[config.mk]
export PLATFORM = sky130hd
export DESIGN_NAME = subpixel_cascaded_box_filter
export DESIGN_NICKNAME = d
export VERILOG_FILES = /design/src/rtl/scbf_pkg.sv /design/src/rtl/subpixel_cascaded_box_filter.sv
export SDC_FILE = /design/constraint.sdc
export NUM_CORES = 1
export LEC_CHECK = 0
export ABC_AREA = 1
export BUFFER_PORTS_ARGS = -buffer_cell sky130_fd_sc_hd__buf_2
export CORE_MARGIN = 2
export CORE_UTILIZATION = 60
export CTS_BUF_LIST = sky130_fd_sc_hd__clkbuf_8
export DETAILED_ROUTE_END_ITERATION = 6
export PLACE_DENSITY = 0.84
export SLEW_MARGIN = 5
export SYNTH_ARGS = -nofsm -noshare
export SYNTH_HDL_FRONTEND = slang
export SYNTH_SLANG_ARGS = --single-unit
[constraint.sdc]
create_clock -name clk -period 14.2 [get_ports clk]
set_input_delay 0.71 -clock clk [delete_from_list [all_inputs] [get_ports clk]]
set_output_delay 0.71 -clock clk [all_outputs]
set_load 0.05 [all_outputs]
[src/rtl/scbf_pkg.sv]
// shared constants, types, the 3-tap box average and argb packing for the filter
// no dependencies
`default_nettype none

package scbf_pkg;

	localparam logic [7:0] ALPHA_BYTE = 8'hFF;
	localparam int FIFO_DEPTH = 4;
	localparam int FIFO_AW = $clog2(FIFO_DEPTH);
	localparam int MAX_PUSH = 2;
	localparam int CHAN_PUTS = 3;

	// reciprocal of 3 in 11 fractional bits, exact for sums up to 765
	localparam logic [10:0] RECIP3 = 11'd683;

	typedef logic [7:0] sample_t;

	typedef struct packed {
		logic [31:0] pixel_argb;
		logic        line_end;
	} result_t;

	function automatic sample_t box3(input sample_t a, input sample_t b, input sample_t c);
		logic [9:0]  s;
		logic [20:0] p;
		s = {2'b00, a} + {2'b00, b} + {2'b00, c};
		p = {11'd0, s} * {10'd0, RECIP3};
		return p[18:11];
	endfunction

	function automatic logic [31:0] pack_pixel(input sample_t r, input sample_t g,
			input sample_t b);
		return {ALPHA_BYTE, r, g, b};
	endfunction

endpackage

`default_nettype wire

[src/rtl/subpixel_cascaded_box_filter.sv]
// sub-pixel smoothing filter: two cascaded 3-tap box filters and an argb packer
// depends on scbf_pkg
`default_nettype none

// One 8-bit sub-pixel request is taken per cycle into an input register; the
// whole window update, both box filters and the pixel packing are done
// combinationally on it, and when it advances the resulting 0, 1 or 2 pixels go
// into a four-entry output queue. Throughput is one sample per cycle while
// in_stall is low. The queue sets the rate: in_stall rises only while a sample
// is held and the queue has fewer than two free entries, which happens only
// when the output side stalls. Pixels trail the samples by two sub-pixels, and
// the line_last sample flushes the line, padding missing channels of the final
// pixel with zero and flagging it with line_end.
module subpixel_cascaded_box_filter
	import scbf_pkg::*;
(
	input  wire logic        clk,
	input  wire logic        arst_n,
	input  wire logic        in_valid,
	output logic             in_stall,
	input  wire logic [7:0]  subpixel,
	input  wire logic        line_last,
	output logic             out_valid,
	input  wire logic        out_stall,
	output logic [31:0]      pixel_argb,
	output logic             line_end
);

	// input register
	logic    s1_valid_s1;
	sample_t subpixel_s1;
	logic    line_last_s1;

	// filter state
	sample_t    raw0_q, raw1_q, sm0_q, sm1_q, pc0_q, pc1_q;
	logic [1:0] seen_q, slot_q;

	// output queue
	result_t            fifo_q [FIFO_DEPTH];
	logic [FIFO_AW-1:0] wr_q, rd_q;
	logic [FIFO_AW:0]   cnt_q;

	logic adv, in_acc, pop;

	// combinational results
	sample_t    a_f, a_end, r0_n, r1_n, s0_n, s1_n, pc0_n, pc1_n;
	logic [1:0] seen_n, slot_n;
	sample_t    ch [CHAN_PUTS];
	logic       chv [CHAN_PUTS];
	result_t    res [MAX_PUSH];
	logic [1:0] push_cnt;

	assign adv      = s1_valid_s1 && (cnt_q <= (FIFO_AW+1)'(FIFO_DEPTH - MAX_PUSH));
	assign in_stall = s1_valid_s1 && !adv;
	assign in_acc   = in_valid && !in_stall;
	assign pop      = out_valid && !out_stall;

	assign out_valid  = (cnt_q != '0);
	assign pixel_argb = fifo_q[rd_q].pixel_argb;
	assign line_end   = fifo_q[rd_q].line_end;

	always_comb begin
		sample_t    sv0, sv1, s0, s1;
		logic [1:0] slot;
		logic [1:0] k;
		sv0 = sm0_q;
		sv1 = sm1_q;
		a_f = box3(raw0_q, raw1_q, subpixel_s1);
		for (int i = 0; i < CHAN_PUTS; i++) begin
			ch[i]  = '0;
			chv[i] = 1'b0;
		end
		// first stage window
		if (seen_q == 2'd0) begin
			r0_n = subpixel_s1;
			r1_n = subpixel_s1;
		end else begin
			r0_n = raw1_q;
			r1_n = subpixel_s1;
		end
		// second stage from the regular first-stage value
		s0 = sv0;
		s1 = sv1;
		if (seen_q == 2'd1) begin
			s0 = a_f;
			s1 = a_f;
		end else if (seen_q != 2'd0) begin
			ch[0]  = box3(sv0, sv1, a_f);
			chv[0] = 1'b1;
			s0 = sv1;
			s1 = a_f;
		end
		// line end flush
		a_end = box3(r0_n, r1_n, r1_n);
		if (line_last_s1) begin
			if (seen_q == 2'd0) begin
				s0 = a_end;
				s1 = a_end;
			end else begin
				ch[1]  = box3(s0, s1, a_end);
				chv[1] = 1'b1;
				s0 = s1;
				s1 = a_end;
			end
			ch[2]  = box3(s0, s1, s1);
			chv[2] = 1'b1;
		end
		s0_n = s0;
		s1_n = s1;
		// channel packing
		slot  = slot_q;
		pc0_n = pc0_q;
		pc1_n = pc1_q;
		k     = 2'd0;
		for (int i = 0; i < MAX_PUSH; i++)
			res[i] = '0;
		for (int i = 0; i < CHAN_PUTS; i++) begin
			if (chv[i]) begin
				case (slot)
					2'd0: begin
						pc0_n = ch[i];
						slot  = 2'd1;
					end
					2'd1: begin
						pc1_n = ch[i];
						slot  = 2'd2;
					end
					default: begin
						if (k < 2'd2) begin
							res[k[0]] = '{pixel_argb: pack_pixel(pc0_n, pc1_n, ch[i]),
								line_end: 1'b0};
							k = k + 2'd1;
						end
						slot = 2'd0;
					end
				endcase
			end
		end
		if (line_last_s1) begin
			if (slot != 2'd0 && k < 2'd2) begin
				res[k[0]] = '{pixel_argb: pack_pixel(pc0_n,
					(slot == 2'd2) ? pc1_n : 8'd0, 8'd0), line_end: 1'b0};
				k = k + 2'd1;
			end
			if (k == 2'd1)
				res[0].line_end = 1'b1;
			else if (k == 2'd2)
				res[1].line_end = 1'b1;
			slot   = 2'd0;
			pc0_n  = '0;
			pc1_n  = '0;
			seen_n = 2'd0;
		end else begin
			seen_n = (seen_q == 2'd3) ? 2'd3 : seen_q + 2'd1;
		end
		slot_n   = slot;
		push_cnt = k;
	end

	// input register
	always_ff @(posedge clk or negedge arst_n) begin
		if (!arst_n) begin
			s1_valid_s1 <= 1'b0;
		end else if (in_acc) begin
			s1_valid_s1 <= 1'b1;
		end else if (adv) begin
			s1_valid_s1 <= 1'b0;
		end
	end

	always_ff @(posedge clk) begin
		if (in_acc) begin
			subpixel_s1  <= subpixel;
			line_last_s1 <= line_last;
		end
	end

	// filter state
	always_ff @(posedge clk or negedge arst_n) begin
		if (!arst_n) begin
			raw0_q <= '0;
			raw1_q <= '0;
			sm0_q  <= '0;
			sm1_q  <= '0;
			pc0_q  <= '0;
			pc1_q  <= '0;
			seen_q <= '0;
			slot_q <= '0;
		end else if (adv) begin
			raw0_q <= r0_n;
			raw1_q <= r1_n;
			sm0_q  <= s0_n;
			sm1_q  <= s1_n;
			pc0_q  <= pc0_n;
			pc1_q  <= pc1_n;
			seen_q <= seen_n;
			slot_q <= slot_n;
		end
	end

	// output queue
	always_ff @(posedge clk or negedge arst_n) begin
		if (!arst_n) begin
			wr_q  <= '0;
			rd_q  <= '0;
			cnt_q <= '0;
		end else begin
			if (adv)
				wr_q <= wr_q + FIFO_AW'(push_cnt);
			if (pop)
				rd_q <= rd_q + FIFO_AW'(1);
			cnt_q <= cnt_q + ((adv) ? (FIFO_AW+1)'(push_cnt) : '0)
				- (FIFO_AW+1)'(pop);
		end
	end

	always_ff @(posedge clk) begin
		if (adv) begin
			if (push_cnt != 2'd0)
				fifo_q[wr_q] <= res[0];
			if (push_cnt == 2'd2)
				fifo_q[wr_q + FIFO_AW'(1)] <= res[1];
		end
	end

	a_cnt_bound: assert property (@(posedge clk) disable iff (!arst_n)
		cnt_q <= (FIFO_AW+1)'(FIFO_DEPTH))
		else $error("output queue overflow");

	a_one_per_sample: assert property (@(posedge clk) disable iff (!arst_n)
		(adv && !line_last_s1) |-> (push_cnt <= 2'd1))
		else $error("more than one pixel from a mid-line sample");

	a_end_only_last: assert property (@(posedge clk) disable iff (!arst_n)
		(adv && !line_last_s1) |-> !res[0].line_end)
		else $error("line_end on a mid-line sample");

	a_flush_pixel: assert property (@(posedge clk) disable iff (!arst_n)
		(adv && line_last_s1) |-> (push_cnt != 2'd0))
		else $error("line end produced no pixel");

	a_flush_clears: assert property (@(posedge clk) disable iff (!arst_n)
		(adv && line_last_s1) |=> (seen_q == 2'd0 && slot_q == 2'd0))
		else $error("line state not cleared after flush");

endmodule

`default_nettype wire
# [After elaboration in Yosys (flattened, before gate mapping)]
# Memories as Yosys holds them, arrays and structs flattened.
# Index checks and enable logic that the tools add are counted.
[classes] n_mul=5 bitwise=3 n_mux=84 reduce_logical=23 magnitude_cmp=10 add_sub_neg=19 eq_ne=9
[ops] cell="$mux 66" n=8
[ops] cell="$mux 8" n=28
[ops] cell="$bwmux 66" n=3
[ops] cell="$mux 33" n=5
[ops] cell="$demux 33 s1" n=3
[ops] cell="$mul 10x10->19 const B" n=5
[ops] cell="$add 9x8->10" n=5
[ops] cell="$add 8x8->9" n=5
[ops] cell="$mux 2" n=17
[ops] cell="$mux 1" n=16
[ops] cell="$mux 16" n=1
[ops] cell="$add 2x1->2 const B" n=6
[ops] cell="$pmux 2 s2" n=3
[ops] cell="$eq 2x1->1 const B" n=5
[ops] cell="$eq 2x2->1 const B" n=4
[ops] cell="$logic_and 1x1->1" n=8
[ops] cell="$logic_not 2->1" n=4
[ops] cell="$reduce_bool 2->1" n=4
[ops] cell="$ge 2x2->1 const B" n=3
[ops] cell="$lt 2x1->1 const B" n=3
[ops] cell="$lt 2x2->1 const B" n=3
[ops] cell="$not 1->2" n=3
[ops] cell="$reduce_or 2->1" n=3
[ops] cell="$add 3x2->3" n=1
[ops] cell="other kinds (5)" n=7
[word_totals] output_inout_bits=35 memories=1 ramBits=132 register_bits=69
[mem_list] name="fifo_q" words=4 word_bits=33 read_ports=1 rd_ports_with_merged_regs=0 wr=2 line="subpixel_cascaded_box_filter.sv:39" rtl="result_t fifo_q [FIFO_DEPTH];"

# [Longest topological paths before layout]
# Gate-level depths: netlist of the first run.
[logic_depth] word_depth=24 depth_mapped=71 depth_no_buf=71

# [Worst setup path after synthesis of the first run]
# No wires, ideal clock.
[synth_timing] path_kind="reg2reg" start="reg seen_q[1]" end="mem fifo_q[0][20] (netlist bit) (data pin)" arrival_time_ps=11852 setup_slack_ps=2095 setup_time_ps=253 path_stages_with_launch=58 n_path_buf=2 path_cell_list="dfrtp_1 -> buf_2 -> nor2_2 -> clkbuf_1 -> o21ai_0 -> ha_1 -> fa_1 -> nand3_1 -> nand2_1 -> a21oi_1 -> xnor2_1 -> ha_1 -> ha_1 -> inv_1 -> fa_1 -> inv_1 -> fa_1 -> fa_1 -> [... 22 more ...] -> fa_1 -> inv_1 -> fa_1 -> fa_1 -> ha_1 -> nand2_1 -> o21ai_0 -> a21oi_1 -> o21ai_0 -> nand2_1 -> nand2_1 -> xor2_1 -> o21ai_0 -> or2_2 -> nand2_1 -> o21ai_0 -> nand2_1 -> nand2_1"
[synth_rtl] element="start, declared" line="subpixel_cascaded_box_filter.sv:36" rtl="logic [1:0] seen_q, slot_q;"
[synth_rtl] element="start signal, assigned" line="subpixel_cascaded_box_filter.sv:196" rtl="seen_q <= seen_n;"
[synth_rtl] element="end, declared" line="subpixel_cascaded_box_filter.sv:39"

==> run metrics, run 1 <==
outcome finished with violations; failing checks design-rule violations; Synth Register Bits 173; Die Footprint 36300 sq um; WS Path Type flip-flop to flip-flop; I/O pins 48; most frequent cells in the layout 584 x nand2_1, 402 x inv_1, 328 x ha_1; first-pass GRT wire length 88000 microns; Seq/Total Area, Yosys 23.5%; synth warn 0; row count 68; Max-slew headroom 22.4%; DRC 4; Starting Density 60.6%; Final Hold Viols 0; Total Routing Usage GR 30.5%; Setup TNS 0 ns; Final Max Slew Viols 0; core area 34400 sq um; TritonCTS buffer count 17; nets 3103; count of cell types in the netlist 55; RSZ-0062 raised after global routing false; hold_buf cts 0; final setup fails 0; Worst path slowest cell fa_1; asr flop ratio synth 34.7%; Worst setup EP type flip-flop; first drt pass iteration count 7; syn_area_per_cell 7.98 sq um; grt total ovfl 0; I/O Buffers 47; First DRT Iteration DRCs 1293; layout cells sized above 1 6.47%; post-DR wirelength/cell 17.5 microns; f_max 0.0751 GHz; CTS H-tree depth 4; CP max FO 15; most common cell after layout, fill and taps aside nand2_1; CTS sink count 173; top post-synthesis cells by area ha_1 20%, edfxtp_1 16%, fa_1 13%; CP arrival 13.58 ns; ys flop type edfxtp_1; Bufs on Longest Clock Path 2; Routed WL 54100 microns; Detail Route Antenna Nets 0; antenna violations before repair 0; vias in the first global route 18.2k; Critical Path Start Type flip-flop; Min Clock Period, post-route 13.32 ns; area grow syn2layout 5.22%; largest net degree at the start of global routing 61; die height 190 microns; slowest stage delay, CP 0.54 ns; Critical Path RT 14.46 ns; Yosys top cell by area ha_1; Worst Tran Pin Value 1.15 ns; top cell type's share of synthesized area 19.7%; GPL Wtd Cong 0.965; Mapped Cells 2611; area of the multi-input gates 14100 sq um; Vias 18.1k; Detail Placement HPWL 43000 microns; Fillers 2890; Synth Cell Area 20800 sq um; Via density 5.83; Max Cap Viol 0; worst skew pair latency 0.52 ns; root buf cell clkbuf_8; chip width 190 microns; most used cell, CP nand2_1; CTS tree done; hold crit path type input port to flip-flop; EDFF count, synth 113; clock skew 0.0231 ns; Reg area 4900 sq um; Syn Nets 3084; Tcrit/Tclk final 93.8%; clock-pin slew on the worst setup and hold paths 0.10 ns; Ant. Diodes 0
cell type report:
type / instances / area share (%)
tap: 455 / 2.60
clock buffer: 17 / 1.07
sequential: 173 / 22.3
timing repair buffer: 70 / 1.86
multi-input combinational: 1948 / 64.4
inverter: 420 / 7.21
clock inverter: 15 / 0.553
synthesized netlist by cell type (all sizes together) (4+ instances only):
library cell / n
dfrtp: 60
or2: 18
o211ai: 15
o22ai: 31
edfxtp: 113
nand4: 14
a22oi: 4
clkinv: 4
xor2: 49
a21oi: 105
nand3: 186
o221ai: 16
nor2: 150
xnor2: 18
nor3: 10
inv: 416
nand2: 589
o21ai: 229
ha: 328
buf: 30
a21o: 9
clkbuf: 40
o21bai: 17
a211oi: 5
fa: 132
per-layer routing:
layer | wire, microns | vias to the layer above | GRT usage, %
met5 | 0 | - | 0
met4 | 2440 | 0 | 14.5
met3 | 3100 | 175 | 3.96
met2 | 27000 | 744 | 55.7
met1 | 21600 | 8475 | 35.3
li1 | - | 8682 | -
flip-flops by register name (all words and copies together), names as in the netlist, 8 cells and up:
signal and flops:
fifo_q 104, pc0_q 8, pc1_q 8, r1_n 8, raw0_q 8, raw1_q 8
sm0_q 8, sm1_q 8
path summary, 6_finish.rpt:
kind	start	to	slack (ns)	cells after the start
worst max-delay path	seen_q[1]$_DFFE_PN0P_	fifo_q[3][20]$_DFFE_PP_	0.88	57
worst min-delay path	subpixel[7]	r1_n[7]$_DFFE_PP_	0.37	1
worst max register to register	seen_q[1]$_DFFE_PN0P_	fifo_q[3][20]$_DFFE_PP_	0.88	57
worst min register to register	pc0_q[4]$_DFFE_PN0P_	pc0_q[4]$_DFFE_PN0P_	0.50	2
max in group asynchronous	arst_n	seen_q[1]$_DFFE_PN0P_	13.19	2
min in group asynchronous	arst_n	cnt_q[2]$_DFF_PN0_	0.38	2
logic make-up (layout without fill, tap and decap cells):
logic type | count (synthesis) | count (layout) | synth area share (%)
compound gates | 445 | 445 | 12.0
xor+xnor | 67 | 67 | 2.81
fa+ha+maj | 460 | 460 | 32.4
buf+inv | 490 | 522 | 9.32
flops | 173 | 173 | 23.5
mux | 3 | 3 | 0.144
simple gates | 973 | 973 | 19.9
critical path: cells and delay by family, from the launching register on:
kind                     cells  cell delay (ns)
AO/OA/AOI/OAI               17             3.16
XOR/XNOR                     3             0.74
adder cells (fa/ha/maj)     15             5.81
buffers and inverters        7             0.69
flip-flops                   1             0.53
AND/OR/NAND/NOR             15             2.12
through the flow:
step	setup WS (ns)	hold slack, ns	area [sq um]	utilization (%)	std cells
6_report	0.883	0.373	21900	63.8	3098
5_1_grt	0.0292	0.356	21900	63.8	3098
4_1_cts	0.331	0.352	21900	63.6	3095
3_5_place_dp	0.372	0.476	21500	62.5	3063
3_3_place_gp	0.887	0.462	21500	62.5	3063
2_1_floorplan	2.09	0.414	20800	-	2611
timing repair:
item | CTS | global route
endpoints found under the setup margin | 0 | 104
resized for setup | 0 | 17
setup buffers | 0 | 3
Power of run 1 is left out: the tool's default activity adds up to more than one toggle a clock period on the data nets, which glitch-free logic cannot reach.
==> inputs of run 2 (changes only) <==
--- a/config.mk
+++ b/config.mk
@@ -10,6 +10,7 @@
 export CORE_MARGIN = 2
 export CORE_UTILIZATION = 60
 export CTS_BUF_LIST = sky130_fd_sc_hd__clkbuf_8
+export CTS_CLUSTER_SIZE = 10
 export DETAILED_ROUTE_END_ITERATION = 6
 export PLACE_DENSITY = 0.84
 export SLEW_MARGIN = 5
==> constraint.sdc (replaced) <==
create_clock -name clk -period 15.2 [get_ports clk]
set_input_delay 0.76 -clock clk [delete_from_list [all_inputs] [get_ports clk]]
set_output_delay 0.76 -clock clk [all_outputs]
set_load 0.05 [all_outputs]
==> run 2 against run 1 <==
  * The flow now finishes without violations
  * Worst setup slack better by 0.19 ns
  * Critical path depth up 2
  * Clock skew decreased by 0.00068 ns
  * Flip-flop and latch count did not move
  * Hold slack better by 0.040 ns
  * Non-clock buffer count fell by 9
  * Global-route usage up 0.23 points
  * Sequential share of layout area increased by 0.081 points
  * Via count is essentially flat
  * Utilization is 0.25 points lower
  * Register-to-register slack better by 0.19 ns
  * Fmax is 5.7% lower
==> run metrics, run 2 (synthesis results as in run 1) <==
outcome complete, no violations; Worst Tran Pin Value 1.16 ns; Detail Route Antenna Nets 0; routed wl met2 26800 microns; Worst setup EP type flip-flop; destination of the critical timing path fifo_q[0][20]$_DFFE_PP_; hold crit path type input port to asynchronous set/reset pin; f_max 0.0708 GHz; largest net degree at the start of global routing 61; Total Routing Usage GR 30.8%; Most flops, register fifo_q; hold_buf cts 0; Tcrit/Tclk final 92.9%; worst skew pair latency 0.52 ns; post-DR wirelength/cell 17.5 microns; met3 routed WL 3720 microns; setup bufs post-CTS 0; clock skew 0.0224 ns; I/O pins 48; Starting Density 60.6%; Final Max Slew Viols 0; reg2reg setup slack 1.08 ns; die height 190 microns; final setup fails 0; CP arrival 14.41 ns; WS Path Type flip-flop to flip-flop; Vias 18.1k; chip width 190 microns; top sig layer met4; clock-pin slew on the worst setup and hold paths 0.10 ns; root buf cell clkbuf_8; Ant. Diodes 0; RR Endpoint fifo_q[0][20]$_DFFE_PP_; Die Footprint 36300 sq um; vias in the first global route 18.4k; most common cell after layout, fill and taps aside nand2_1; cts repair resizes 0; nets 3094; Critical Path RT 15.48 ns; most used cell, CP nand2_1; Worst path slowest cell fa_1; Min Clock Period, post-route 14.12 ns; slowest stage delay, CP 0.57 ns; row count 68; first drt pass iteration count 7; Reg2Reg Depth 59; core area 34400 sq um; area grow syn2layout 4.81%; Max-slew headroom 22.0%; detailed-route wire length on metal 1 21000 microns; Via density 5.85; reg2reg start seen_q[1]$_DFFE_PN0P_; CTS sink count 173; Final Hold Viols 0; Max Cap Viol 0; Fillers 2900; most frequent cells in the layout 585 x nand2_1, 401 x inv_1, 328 x ha_1; First DRT Iteration DRCs 1346; CP max FO 18; DRC 0; TritonCTS buffer count 17; layout cells sized above 1 5.77%; GPL Wtd Cong 1.04; Routed WL 54000 microns; critical path launch point seen_q[1]$_DFFE_PN0P_; CTS H-tree depth 4; grt total ovfl 0; CTS tree done; I/O Buffers 47; Critical Path Start Type flip-flop; Detail Placement HPWL 42800 microns; Setup TNS 0 ns; Bufs on Longest Clock Path 2; antenna violations before repair 0; first-pass GRT wire length 88700 microns; max reg flops 104; RSZ-0062 raised after global routing false
[run 2: cell types whose count changed in the layout (fill, tap and decap cells not counted), sizes merged]
| cell | before | now |
|---|---|---|
| inv | 424 | 421 |
| bufinv | 1 | 2 |
| buf | 70 | 61 |
| clkinv | 9 | 11 |
[run 2: layout make-up]
class                   instances  area [sq um]  area share, %
multi-input cells            1948         14100           64.4
clock inverters                15           165          0.756
well taps                     455           569           2.61
flip-flops and latches        173          4890           22.4
clock buffers                  17           234           1.07
repair buffers                 61           340           1.56
inverters                     420          1580           7.23
[run 2: worst min path at each step]
stage	start	end	slack [ns]	cells after the start
2_1_floorplan	pc0_q[4]$_DFFE_PN0P_	pc0_q[4]$_DFFE_PN0P_	0.44	2
3_3_place_gp	pc1_q[1]$_DFFE_PN0P_	pc1_q[1]$_DFFE_PN0P_	0.47	1
3_5_place_dp	pc0_q[4]$_DFFE_PN0P_	pc0_q[4]$_DFFE_PN0P_	0.47	2
4_1_cts	subpixel[2]	r1_n[2]$_DFFE_PP_	0.39	1
5_1_grt	subpixel[6]	r1_n[6]$_DFFE_PP_	0.39	1
6_report	arst_n	rd_q[1]$_DFFE_PN0P_	0.41	2
[run 2: metrics by stage]
| stage | util, % | setup WS, ns | hold WS (ns) | area [sq um] | cells |
|---|---|---|---|---|---|
| CTS | 63.6 | 1.22 | 0.393 | 21800 | 3089 |
| detailed placement | 62.4 | 1.24 | 0.475 | 21500 | 3057 |
| global route | 63.6 | 0.0206 | 0.394 | 21800 | 3089 |
| finish | 63.6 | 1.08 | 0.413 | 21800 | 3089 |
| global placement | 62.4 | 1.69 | 0.471 | 21500 | 3057 |
| floorplan | - | 3.09 | 0.441 | 20800 | 2611 |
[run 2: critical path, delay by kind of cell (launching register included)]
kind,cells,cell delay [ns]
xor+xnor,4,1.38
simple gates,17,2.17
compound gates,17,3.27
flops,1,0.56
fa+ha+maj,14,5.63
buf+inv,7,0.84
[run 2: routing by layer]
layer	up-vias	track usage [%]
li1	8675	-
met1	8396	35.5
met2	786	55.6
met3	201	4.80
met4	0	14.9
met5	-	0
Power of run 2 is left out for the same reason.
